$ cat config.mk
export PLATFORM = sky130hd
export DESIGN_NAME = rtcp_sender_rtt_tracker_core
export DESIGN_NICKNAME = d
export VERILOG_FILES = /design/src/hdl/rsrt_pkg.sv /design/src/hdl/rsrt_front.sv /design/src/hdl/rsrt_queue.sv /design/src/hdl/rsrt_back.sv /design/src/hdl/rtcp_sender_rtt_tracker_core.sv
export SDC_FILE = /design/constraint.sdc
export NUM_CORES = 1
export LEC_CHECK = 0
export BUFFER_PORTS_ARGS = -buffer_cell sky130_fd_sc_hd__buf_4
export CAP_MARGIN = 20
export CORE_MARGIN = 2
export CORE_UTILIZATION = 53
export CTS_CLUSTER_DIAMETER = 60
export CTS_CLUSTER_SIZE = 8
export DETAILED_ROUTE_END_ITERATION = 10
export PLACE_DENSITY = 0.73
export SYNTH_ARGS = -nofsm -noshare
export SYNTH_HDL_FRONTEND = slang
export SYNTH_SLANG_ARGS = --single-unit
$ cat constraint.sdc
create_clock -name clk -period 14.1 [get_ports clk]
set_clock_uncertainty 0.2 [all_clocks]
set_input_delay 2.82 -clock clk [delete_from_list [all_inputs] [get_ports clk]]
set_output_delay 2.82 -clock clk [all_outputs]
set_load 0.05 [all_outputs]
$ cat src/hdl/rsrt_pkg.sv
// shared types and constants of the rtcp sender rtt tracker
package rsrt_pkg;

    localparam int SR_SLOTS_DEFAULT = 4;

    // request kinds
    localparam logic [1:0] KIND_RTP = 2'd0;
    localparam logic [1:0] KIND_SR  = 2'd1;
    localparam logic [1:0] KIND_RR  = 2'd2;

    // dlsr is in 1/65536 s, rtt is in ms
    localparam int DLSR_SCALE = 1000;
    localparam int DLSR_SHIFT = 16;
    localparam int PROD_W     = 32 + 10;
    localparam int DELAY_W    = PROD_W - DLSR_SHIFT;

    // only the low word of the time difference decides the rtt
    localparam int TIME_W = 32;

    localparam int QUEUE_DEPTH = 2;
    localparam int QUEUE_PTR_W = $clog2(QUEUE_DEPTH);
    localparam int QUEUE_CNT_W = $clog2(QUEUE_DEPTH + 1);

    // one classified request between front and back
    typedef struct packed {
        logic                is_rtp;
        logic                is_sr;
        logic                is_rr;
        logic [15:0]         octets;
        logic [31:0]         rtp_stamp;
        logic [63:0]         ntp_ms;
        logic [31:0]         sr_key;
        logic [DELAY_W-1:0]  delay;
        logic [31:0]         report_ssrc;
        logic [TIME_W-1:0]   now_low;
    } rsrt_item_t;

endpackage

$ cat src/hdl/rsrt_front.sv
// front end: decodes the request kind and scales dlsr to milliseconds
module rsrt_front
    import rsrt_pkg::*;
(
    input  logic [1:0]  kind,
    input  logic [15:0] octets,
    input  logic [31:0] rtp_stamp,
    input  logic [63:0] ntp_ms,
    input  logic [31:0] sr_key,
    input  logic [31:0] dlsr,
    input  logic [31:0] report_ssrc,
    input  logic [63:0] now_ms,
    output rsrt_item_t  item
);

    logic [PROD_W-1:0] dlsr_prod;

    // dlsr * 1000 / 65536, truncated
    assign dlsr_prod = {{(PROD_W-32){1'b0}}, dlsr} * PROD_W'(DLSR_SCALE);

    always_comb
    begin
        item.is_rtp      = (kind == KIND_RTP);
        item.is_sr       = (kind == KIND_SR);
        item.is_rr       = (kind == KIND_RR);
        item.octets      = octets;
        item.rtp_stamp   = rtp_stamp;
        item.ntp_ms      = ntp_ms;
        item.sr_key      = sr_key;
        item.delay       = dlsr_prod[PROD_W-1:DLSR_SHIFT];
        item.report_ssrc = report_ssrc;
        item.now_low     = now_ms[TIME_W-1:0];
    end

endmodule

$ cat src/hdl/rsrt_queue.sv
// short fifo of classified requests between front and back
module rsrt_queue
    import rsrt_pkg::*;
(
    input  logic       clk,
    input  logic       rst_n,
    input  logic       push,
    input  rsrt_item_t push_item,
    output logic       full,
    input  logic       pop,
    output rsrt_item_t pop_item,
    output logic       empty
);

    rsrt_item_t             entry_reg [QUEUE_DEPTH];
    logic [QUEUE_PTR_W-1:0] wr_ptr_reg, wr_ptr_next;
    logic [QUEUE_PTR_W-1:0] rd_ptr_reg, rd_ptr_next;
    logic [QUEUE_CNT_W-1:0] count_reg, count_next;

    assign full     = (count_reg == QUEUE_CNT_W'(QUEUE_DEPTH));
    assign empty    = (count_reg == '0);
    assign pop_item = entry_reg[rd_ptr_reg];

    always_comb
    begin
        wr_ptr_next = push ? wr_ptr_reg + 1'b1 : wr_ptr_reg;
        rd_ptr_next = pop  ? rd_ptr_reg + 1'b1 : rd_ptr_reg;
        count_next  = count_reg;
        if (push && !pop)
        begin
            count_next = count_reg + 1'b1;
        end
        else if (pop && !push)
        begin
            count_next = count_reg - 1'b1;
        end
    end

    always_ff @(posedge clk or negedge rst_n)
    begin
        if (!rst_n)
        begin
            wr_ptr_reg <= '0;
            rd_ptr_reg <= '0;
            count_reg  <= '0;
        end
        else
        begin
            wr_ptr_reg <= wr_ptr_next;
            rd_ptr_reg <= rd_ptr_next;
            count_reg  <= count_next;
        end
    end

    always_ff @(posedge clk)
    begin
        if (push)
        begin
            entry_reg[wr_ptr_reg] <= push_item;
        end
    end

endmodule

$ cat src/hdl/rsrt_back.sv
// back end: counters, sr send table and rtt measurement with result register
module rsrt_back
    import rsrt_pkg::*;
#(
    parameter int SR_SLOTS = SR_SLOTS_DEFAULT
)
(
    input  logic        clk,
    input  logic        rst_n,
    input  rsrt_item_t  item,
    input  logic        item_avail,
    output logic        item_take,
    output logic        out_valid,
    input  logic        out_ready,
    output logic        rtt_valid,
    output logic [30:0] rtt_ms,
    output logic [31:0] rtt_ssrc,
    output logic [31:0] sent_packets,
    output logic [31:0] sent_octets,
    output logic [31:0] last_rtp_stamp,
    output logic [63:0] last_ntp_ms
);

    localparam int SLOT_W = (SR_SLOTS > 1) ? $clog2(SR_SLOTS) : 1;

    logic [31:0]       slot_key_reg  [SR_SLOTS];
    logic [TIME_W-1:0] slot_time_reg [SR_SLOTS];
    logic [SR_SLOTS-1:0] slot_used_reg, slot_used_next;
    logic [SLOT_W-1:0] oldest_reg, oldest_next;

    logic [31:0] packets_reg, packets_next;
    logic [31:0] octets_reg, octets_next;
    logic [31:0] stamp_reg, stamp_next;
    logic [63:0] ntp_reg, ntp_next;

    logic        out_valid_reg, out_valid_next;
    logic        rtt_valid_reg, rtt_valid_next;
    logic [30:0] rtt_ms_reg, rtt_ms_next;
    logic [31:0] rtt_ssrc_reg, rtt_ssrc_next;

    logic [SR_SLOTS-1:0] hit;
    logic                hit_any;
    logic [SLOT_W-1:0]   hit_idx;
    logic [SLOT_W-1:0]   wr_idx;
    logic                slot_wr;
    logic [TIME_W-1:0]   diff;

    assign item_take = item_avail && (!out_valid_reg || out_ready);

    // parallel key compare, lowest matching slot wins
    always_comb
    begin
        hit_idx = '0;
        for (int i = 0; i < SR_SLOTS; i++)
        begin
            hit[i] = slot_used_reg[i] && (slot_key_reg[i] == item.sr_key);
        end
        for (int i = SR_SLOTS - 1; i >= 0; i--)
        begin
            if (hit[i])
            begin
                hit_idx = SLOT_W'(i);
            end
        end
    end

    assign hit_any = |hit;
    assign diff    = item.now_low - slot_time_reg[hit_idx]
                     - {{(TIME_W-DELAY_W){1'b0}}, item.delay};

    always_comb
    begin
        packets_next   = packets_reg;
        octets_next    = octets_reg;
        stamp_next     = stamp_reg;
        ntp_next       = ntp_reg;
        slot_used_next = slot_used_reg;
        oldest_next    = oldest_reg;
        slot_wr        = 1'b0;
        wr_idx         = hit_idx;
        out_valid_next = out_valid_reg && !out_ready;
        rtt_valid_next = rtt_valid_reg;
        rtt_ms_next    = rtt_ms_reg;
        rtt_ssrc_next  = rtt_ssrc_reg;
        if (item_take)
        begin
            out_valid_next = 1'b1;
            rtt_valid_next = 1'b0;
            rtt_ms_next    = '0;
            rtt_ssrc_next  = '0;
            if (item.is_rtp)
            begin
                packets_next = packets_reg + 32'd1;
                octets_next  = octets_reg + {16'd0, item.octets};
                stamp_next   = item.rtp_stamp;
                ntp_next     = item.ntp_ms;
            end
            if (item.is_sr)
            begin
                slot_wr = 1'b1;
                if (!hit_any)
                begin
                    wr_idx                 = oldest_reg;
                    slot_used_next[oldest_reg] = 1'b1;
                    if (oldest_reg == SLOT_W'(SR_SLOTS - 1))
                    begin
                        oldest_next = '0;
                    end
                    else
                    begin
                        oldest_next = oldest_reg + 1'b1;
                    end
                end
            end
            if (item.is_rr && (item.sr_key != '0) && hit_any && !diff[TIME_W-1])
            begin
                rtt_valid_next = 1'b1;
                rtt_ms_next    = diff[30:0];
                rtt_ssrc_next  = item.report_ssrc;
            end
        end
    end

    always_ff @(posedge clk or negedge rst_n)
    begin
        if (!rst_n)
        begin
            packets_reg   <= '0;
            octets_reg    <= '0;
            stamp_reg     <= '0;
            ntp_reg       <= '0;
            slot_used_reg <= '0;
            oldest_reg    <= '0;
            out_valid_reg <= 1'b0;
        end
        else
        begin
            packets_reg   <= packets_next;
            octets_reg    <= octets_next;
            stamp_reg     <= stamp_next;
            ntp_reg       <= ntp_next;
            slot_used_reg <= slot_used_next;
            oldest_reg    <= oldest_next;
            out_valid_reg <= out_valid_next;
        end
    end

    always_ff @(posedge clk)
    begin
        rtt_valid_reg <= rtt_valid_next;
        rtt_ms_reg    <= rtt_ms_next;
        rtt_ssrc_reg  <= rtt_ssrc_next;
        if (slot_wr)
        begin
            slot_key_reg[wr_idx]  <= item.sr_key;
            slot_time_reg[wr_idx] <= item.now_low;
        end
    end

    // state only moves when a result is loaded, so it is the result itself
    assign out_valid      = out_valid_reg;
    assign rtt_valid      = rtt_valid_reg;
    assign rtt_ms         = rtt_ms_reg;
    assign rtt_ssrc       = rtt_ssrc_reg;
    assign sent_packets   = packets_reg;
    assign sent_octets    = octets_reg;
    assign last_rtp_stamp = stamp_reg;
    assign last_ntp_ms    = ntp_reg;

endmodule

$ cat src/hdl/rtcp_sender_rtt_tracker_core.sv
// top level of the rtcp sender rtt tracker
//
// usage
// - input channel (in_valid / in_ready) carries one request per event:
//   kind 0 rtp packet sent, kind 1 sender report sent, kind 2 receiver
//   report block; kind 3 changes nothing
// - output channel (out_valid / out_ready) returns exactly one result per
//   request, in order: rtt of a matched report block plus the sender counters
// - an accepted request is written into the queue, and the back loads its result
//   into the result register when the output is free
// - throughput: one request per cycle while in_ready is high; the front decodes and
//   scales dlsr with a 32x10 constant multiply, the back does the sr table compare
//   and the 32-bit rtt subtract for each request
// - a two-entry queue parts front and back, so a request is still taken while
//   a result waits; with out_ready low two more requests are buffered, then
//   in_ready drops
// - reset clears counters, latched stamps, table used bits, the fifo pointer
//   of the table and the queue; table keys and times need no reset
// - the sr table holds SR_SLOTS entries, replaced oldest first
module rtcp_sender_rtt_tracker_core
    import rsrt_pkg::*;
#(
    parameter int SR_SLOTS = SR_SLOTS_DEFAULT
)
(
    input  logic        clk,
    input  logic        rst_n,
    // request channel
    input  logic        in_valid,
    output logic        in_ready,
    input  logic [1:0]  kind,
    input  logic [15:0] octets,
    input  logic [31:0] rtp_stamp,
    input  logic [63:0] ntp_ms,
    input  logic [31:0] sr_key,
    input  logic [31:0] dlsr,
    input  logic [31:0] report_ssrc,
    input  logic [63:0] now_ms,
    // result channel
    output logic        out_valid,
    input  logic        out_ready,
    output logic        rtt_valid,
    output logic [30:0] rtt_ms,
    output logic [31:0] rtt_ssrc,
    output logic [31:0] sent_packets,
    output logic [31:0] sent_octets,
    output logic [31:0] last_rtp_stamp,
    output logic [63:0] last_ntp_ms
);

    rsrt_item_t front_item;
    rsrt_item_t back_item;
    logic       queue_full;
    logic       queue_empty;
    logic       back_take;

    // decode kind and convert dlsr into ms
    rsrt_front u_front
    (
        .kind        (kind),
        .octets      (octets),
        .rtp_stamp   (rtp_stamp),
        .ntp_ms      (ntp_ms),
        .sr_key      (sr_key),
        .dlsr        (dlsr),
        .report_ssrc (report_ssrc),
        .now_ms      (now_ms),
        .item        (front_item)
    );

    assign in_ready = !queue_full;

    // decoupling queue
    rsrt_queue u_queue
    (
        .clk       (clk),
        .rst_n     (rst_n),
        .push      (in_valid && in_ready),
        .push_item (front_item),
        .full      (queue_full),
        .pop       (back_take),
        .pop_item  (back_item),
        .empty     (queue_empty)
    );

    // state, sr table and result register
    rsrt_back #(
        .SR_SLOTS (SR_SLOTS)
    ) u_back
    (
        .clk            (clk),
        .rst_n          (rst_n),
        .item           (back_item),
        .item_avail     (!queue_empty),
        .item_take      (back_take),
        .out_valid      (out_valid),
        .out_ready      (out_ready),
        .rtt_valid      (rtt_valid),
        .rtt_ms         (rtt_ms),
        .rtt_ssrc       (rtt_ssrc),
        .sent_packets   (sent_packets),
        .sent_octets    (sent_octets),
        .last_rtp_stamp (last_rtp_stamp),
        .last_ntp_ms    (last_ntp_ms)
    );

endmodule

; Word-level counts from Yosys, hierarchy flattened
; Memories as Yosys holds them, arrays and structs flattened.
; Index checks and enable logic that the tools add are counted.
[word_totals]
regBits = 235
ramBits = 730
inputBits = 278
output_inout_bits = 226
word_cells = 86
memories = 3
[mem_list]
columns = name, words, width, read_ports, rd_ports_with_merged_regs, wr, line_no
row1 = u_queue.entry_reg, 2, 237, 1, 0, 1, rsrt_queue.sv:15  ; rsrt_item_t entry_reg [QUEUE_DEPTH];
row2 = u_back.slot_key_reg, 4, 32, 4, 0, 1, rsrt_back.sv:26  ; logic [31:0] slot_key_reg [SR_SLOTS];
row3 = u_back.slot_time_reg, 4, 32, 1, 0, 1, rsrt_back.sv:27  ; logic [TIME_W-1:0] slot_time_reg [SR_SLOTS];
[classes]
add_sub_neg = 9
mul = 1
order_cmp = 2
eq_ne = 8
n_mux = 20
n_bitwise = 2
reduce_logical = 28
[op_table]
columns = cell, count
row1 = equality test 32 bit, 4
row2 = multiplier 32 x 7 -> 39 bit (second input constant), 1
row3 = adder 32 x 1 -> 32 bit (second input constant), 1
row4 = adder 32 x 16 -> 32 bit, 1
row5 = nonzero test 32 bit, 1
row6 = subtractor 32 x 26 -> 32 bit, 1
row7 = subtractor 32 bit, 1
row8 = two-way mux 2 bit, 10
row9 = logical AND 1 bit, 13
row10 = two-way mux 1 bit, 9
row11 = zero test 1 bit, 7
row12 = equality test 2 bit (second input constant), 3
row13 = adder 2 x 1 -> 2 bit (second input constant), 2
row14 = zero test 2 bit, 2
row15 = bitwise OR 4 bit, 1
row16 = OR reduction 4 bit, 1
row17 = less-than comparator 2 x 3 -> 1 bit (second input constant), 1
row18 = AND reduction 3 bit, 1
row19 = adder 1 bit (second input constant), 2
row20 = demux 1 bit (select 2 bit), 1
row21 = equality test 2 x 1 -> 1 bit (second input constant), 1
row22 = greater-or-equal comparator 2 x 1 -> 1 bit (second input constant), 1
row23 = AND reduction 2 bit, 1
row24 = nonzero test 2 bit, 1
row25 = other kinds (3), 3

; Depth between registers and ports, before layout
; An unclocked memory read counts as a cell.
[depth]
ltp_word = 13
ltp_mapped = 29
ltp_nobuf = 23

; Hierarchy
; A second synthesis with hierarchy kept.
[hier_totals]
hier_cells = 3402
area_unflattened_um2 = 47357.9
[modules_own_cells]
columns = mod, n_inst, cells_each, area_per_inst_um2, seq_area_each_um2
row1 = rsrt_back, 1, 1912, 23332.4, 13788.2
row2 = rsrt_queue, 1, 753, 17375.4, 14333.7
row3 = rsrt_front, 1, 734, 6636.4, 0.0
row4 = rtcp_sender_rtt_tracker_core, 1, 3, 13.8, 0.0

; Least setup slack after synthesis
; Ideal clock, no wire load.
[synth_timing]
path_type = input port to flip-flop
start = in in_valid
end = mem u_queue.entry_reg[0][0] in the netlist's numbering (enable)
setup_ns = 0.840
t_arrival_ns = 12.753
t_required_ns = 13.060
slack_ns = 0.307
stages = 2
path_buffers = 0
path_cell_list = nand2_1 nor2_1
[synth_via]
elab_chain_cells = 3
[synth_rtl]
columns = item, line_no
row1 = from (decl), rtcp_sender_rtt_tracker_core.sv:29  ; input logic in_valid,
row2 = logical AND 1 bit, rtcp_sender_rtt_tracker_core.sv:78  ; .push (in_valid && in_ready),
row3 = two-way mux 1 bit, rsrt_queue.sv:57  ; if (push)
row4 = two-way mux 1 bit (not written as such), rsrt_queue.sv:59  ; entry_reg[wr_ptr_reg] <= push_item;
row5 = to (decl), rsrt_queue.sv:15
; Every way passes these cells.

; Final worst setup path
[layout_timing]
start = reg u_queue.rd_ptr_reg
end = reg u_back.rtt_ms_reg[16] (netlist: u_back.rtt_ms[16]), data pin
[layout_via]
elab_chain_cells = 12
word_cells_on_any_way = 22
cone_classes = add/sub: 2 / eq/ne: 4 / mux: 4 / reduce/logical: 10 / memory: 2
[layout_rtl]
columns = item, line_no
row1 = from (decl), rsrt_queue.sv:17  ; logic [QUEUE_PTR_W-1:0] rd_ptr_reg, rd_ptr_next;
row2 = from (signal assigned), rsrt_queue.sv:50  ; rd_ptr_reg <= rd_ptr_next;
row3 = memory read (2 x 237 bit) (*), n/a
row4 = equality test 32 bit, rsrt_back.sv:56  ; hit[i] = slot_used_reg[i] && (slot_key_reg[i] == item.sr_key);
row5 = logical AND 1 bit, rsrt_back.sv:56
row6 = two-way mux 2 bit (4 in a row), rsrt_back.sv:60  ; if (hit[i])
row7 = memory read (4 x 32 bit), n/a
row8 = subtractor 32 bit, rsrt_back.sv:68  ; assign diff = item.now_low - slot_time_reg[hit_idx]
row9 = subtractor 32 x 26 -> 32 bit, rsrt_back.sv:69  ; - {{(TIME_W-DELAY_W){1'b0}}, item.delay};
row10 = zero test 1 bit, rsrt_back.sv:115  ; if (item.is_rr && (item.sr_key != '0) && hit_any && !diff[TIME_W-1])
row11 = logical AND 1 bit, rsrt_back.sv:115
row12 = to (signal assigned), rsrt_back.sv:151  ; rtt_ms_reg <= rtt_ms_next;
row13 = to (decl), rsrt_back.sv:38  ; logic [30:0] rtt_ms_reg, rtt_ms_next;
; Mark *: on every way between the ends. The rest lies on a longest branch, timed or not.
; A chain may end at the register's enable or synchronous reset.

==> metrics.yaml <==
worst_setup_path:
  worstPathRequired_ns: 14.30
  cpPeakStageDelay_ns: 0.82
  critPathMostFrequentCell: "buf_4"
  crit_start: "u_queue.rd_ptr_reg"
  end_kind: "flop"
  cp.buffers_inverters: 4
  regToRegStartpoint: "u_queue.rd_ptr_reg"
  startpoint_type: "flop"
  cp_max_fo: 46
  cp_top_family: "compound AO/OA/AOI/OAI gates"
  crit_chain: "buf_4 -> mux2i_2 -> xnor2_1 -> a2111oi_0 -> nand4_1 -> nor2_1 -> o221a_4 -> buf_4 -> mux2_2 -> o21ai_0 -> fa_1 -> ha_1 -> and2_1 -> nand2_1 -> o31ai_1 -> a211o_1 -> a31oi_1 -> o211a_1 -> o31a_1 -> nand3_4 -> buf_4 -> buf_16 -> a211oi_2"
  cp.arrival_ns: 9.89
  crit_type: "flop to flop"
  critPathSlowestCell: "a2111oi_0"
die:
  core-area_mm2: 0.0836
  rows: 106
  die_width_um: 294
  dieArea_mm2: 0.0865
  fp.dieH_um: 294
  start_util_pct: 53.4
  io_pins: 504
detailed_routing:
  vias_per_cell: 5.43
  routedWlPerCell_um: 21.7
  totalWireLength_um: 103000
  ant_nets: 0
  vias: 25800
  detail_route.first_pass.iterations: 5
  initialDrtViolationCount: 1500
  remaining_drc_errors: 0
timing:
  hold_violations: 0
  rsz0062_at_grt: "no"
  max_freq_mhz: 103
  setup_tns_ns: 0
  tightest_slew_ns: 1.18
  maxSlewHeadroom_pct: 21.1
  period_share_pct: 68.7
  finalMaxSlewViolations: 0
  setup_viol: 0
  finalCriticalPeriod_ns: 9.69
min_path:
  min_from: "u_back.sent_packets[31]"
  hold_path_class: "flop to flop"
synthesis:
  ys_seq_area_share_pct: 63.0
  synth-seq-cells: 965
  ys_types: 65
  synth_nets: 3574
  dominantRegCellSynth: "edfxtp_1"
  synth_largest_area_cell: "edfxtp_1"
  yosys-top-cells-area: "edfxtp_1 (53%), dfrtp_1 (9.6%), fa_1 (6.5%)"
  synth_edf_count: 794
  yosysWarnings: 0
  synth-async-reset-ratio_pct: 17.7
  synth_top_area_share_pct: 53.4
  syn_inst: 3011
  syn_area_mm2: 0.0446
  syn_avg_cell_area_um2: 14.8
global_routing:
  grt_max_degree: 147
  grt.overflow.total: 0
  grt_pass1_wl_um: 155000
  antenna_found_initial: 12
  grtUsageTotal_pct: 23.8
  grt_pass1_vias: 26500
pwr:
  powerDensity_mw_per_mm2: 258
  p_comb_share_pct: 45.4
  power_frac_seq_pct: 31.8
  finalPower_mw: 13.9
  total_leakage_power_nw: 21.1
  p_clk_share_pct: 22.7
  p_sw_mw: 5.70
  internal-power_mw: 8.18
  vdd.ir_drop.worst_uv: 178
  swShare_pct: 41.1
clocking:
  cts_hold_buf: 0
  htreeDepth: 4
  cts_sinks: 965
  path_clk_slew_ns: 0.05
  clk_path_buf_depth: 3
  numCtsBuffers: 141
  clk_latency_ns: 0.73
  cts_resized: 0
  cts-root-buf: "clkbuf_16"
  cts_tree: "done"
  cts_setup_buffers: 0
status:
  run_status: "completed"
finish:
  layout-drive-gt1-share_pct: 23.1
  syn_to_final_growth_pct: 20.3
  fin_nets: 4126
  regArea_mm2: 0.0281
  n_fill_cell: 6176
  largest_reg_flops: 474
  multi_input_area_mm2: 0.0153
placement:
  place.gp.congestion: 0.911
  hpwl_um: 70500
  port_buffers: 471
job:
  maxCapViolations: 0
-- routing by layer --
metal / global-route usage, % / vias to the layer above / part of all wire [%]
met1: 30.8 / 12800 / 42
met2: 38.7 / 746 / 49
met4: 8.60 / 12 / 2.9
met5: 0 / - / 0.078
met3: 6.50 / 172 / 6.8
li1: - / 12100 / -
-- Yosys cell counts, drive strengths merged (3+ instances only) --
cell and instances:
o31ai 7, clkbuf 56, a2111oi 11, nand3 33
a211oi 77, fa 144, o211ai 8, or3 5
o31a 3, nor2b 28, nand3b 7, nand2b 13
a21o 24, a211o 4, a31oi 5, nor3b 3
or2 7, mux2 66, and2 7, mux2i 228
edfxtp 794, and4 8, ha 141, dfrtp 171
nor2 61, nor4 57, a21oi 68, inv 236
nor3 26, o21a 9, o21ai 163, o21bai 6
a221oi 3, xnor2 194, buf 33, nand2 201
and3 17, nand4 28, xor2 42
-- placed cells by master, fill, tap and decap left out, drive strengths merged, types with 42 or more instances in the layout --
master	instances
o21ai	163
buf	497
xnor2	194
xor2	42
clkbuf	217
mux2i	228
edfxtp	794
a21oi	68
ha	141
nor2	61
nand2	201
mux2	66
inv	241
nor4	57
a211oi	77
fa	144
dfrtp	171
-- stage by stage --
stage	cell area [um2]	cells	utilization [%]	worst slack, ns	hold WS (ns)
floorplan	44600	3011	-	0.307	0.261
global placement	49400	4498	59.1	4.46	0.259
detailed placement	49400	4499	59.2	4.30	0.267
CTS	53700	4736	64.2	4.23	0.275
global route	53700	4743	64.3	3.86	0.296
finish	53700	4743	64.3	4.41	0.271
-- final cells by class --
cell class / count / share of cell area (%)
flip-flops and latches: 965 / 52.4
multi-input cells: 1721 / 28.4
clock buffers: 216 / 7.15
inverters: 236 / 1.65
repair buffers: 498 / 7.10
well taps: 1080 / 2.52
clock inverters: 21 / 0.734
diodes: 6 / 0.0280
-- power groups by stage --
| stage | Combinational (mW) | Clock, mW | Sequential [mW] |
|---|---|---|---|
| after floorplan | 3.76 | 0 | 5.29 |
| after global placement | 6.18 | 0 | 4.43 |
| after detailed placement | 6.29 | 0 | 4.46 |
| after CTS | 6.33 | 3.22 | 4.42 |
| after global routing | 6.88 | 3.34 | 4.48 |
| final | 6.31 | 3.16 | 4.42 |
-- cells by family after synthesis --
group	Yosys count	synth area share (%)
AO/OA/AOI/OAI	403	6.31
flip-flops	965	63.0
XOR/XNOR	236	4.63
buffers and inverters	325	2.96
adder cells (fa/ha/maj)	285	10.4
AND/OR/NAND/NOR	503	5.51
multiplexers	294	7.17
-- worst paths after layout --
kind	end	slack (ns)	cells after the start
max reg2reg	u_back.rtt_ms[16]	4.41	23
min reg2reg	u_back.sent_packets[31]	0.27	1
min	u_back.sent_packets[31]	0.27	1
max	u_back.rtt_ms[16]	4.41	23
min in group asynchronous	u_back.sent_packets[11]	1.91	1
max in group asynchronous	u_back.last_ntp_ms[51]	9.84	3
Note: power is estimated with default switching activity, not from simulation.
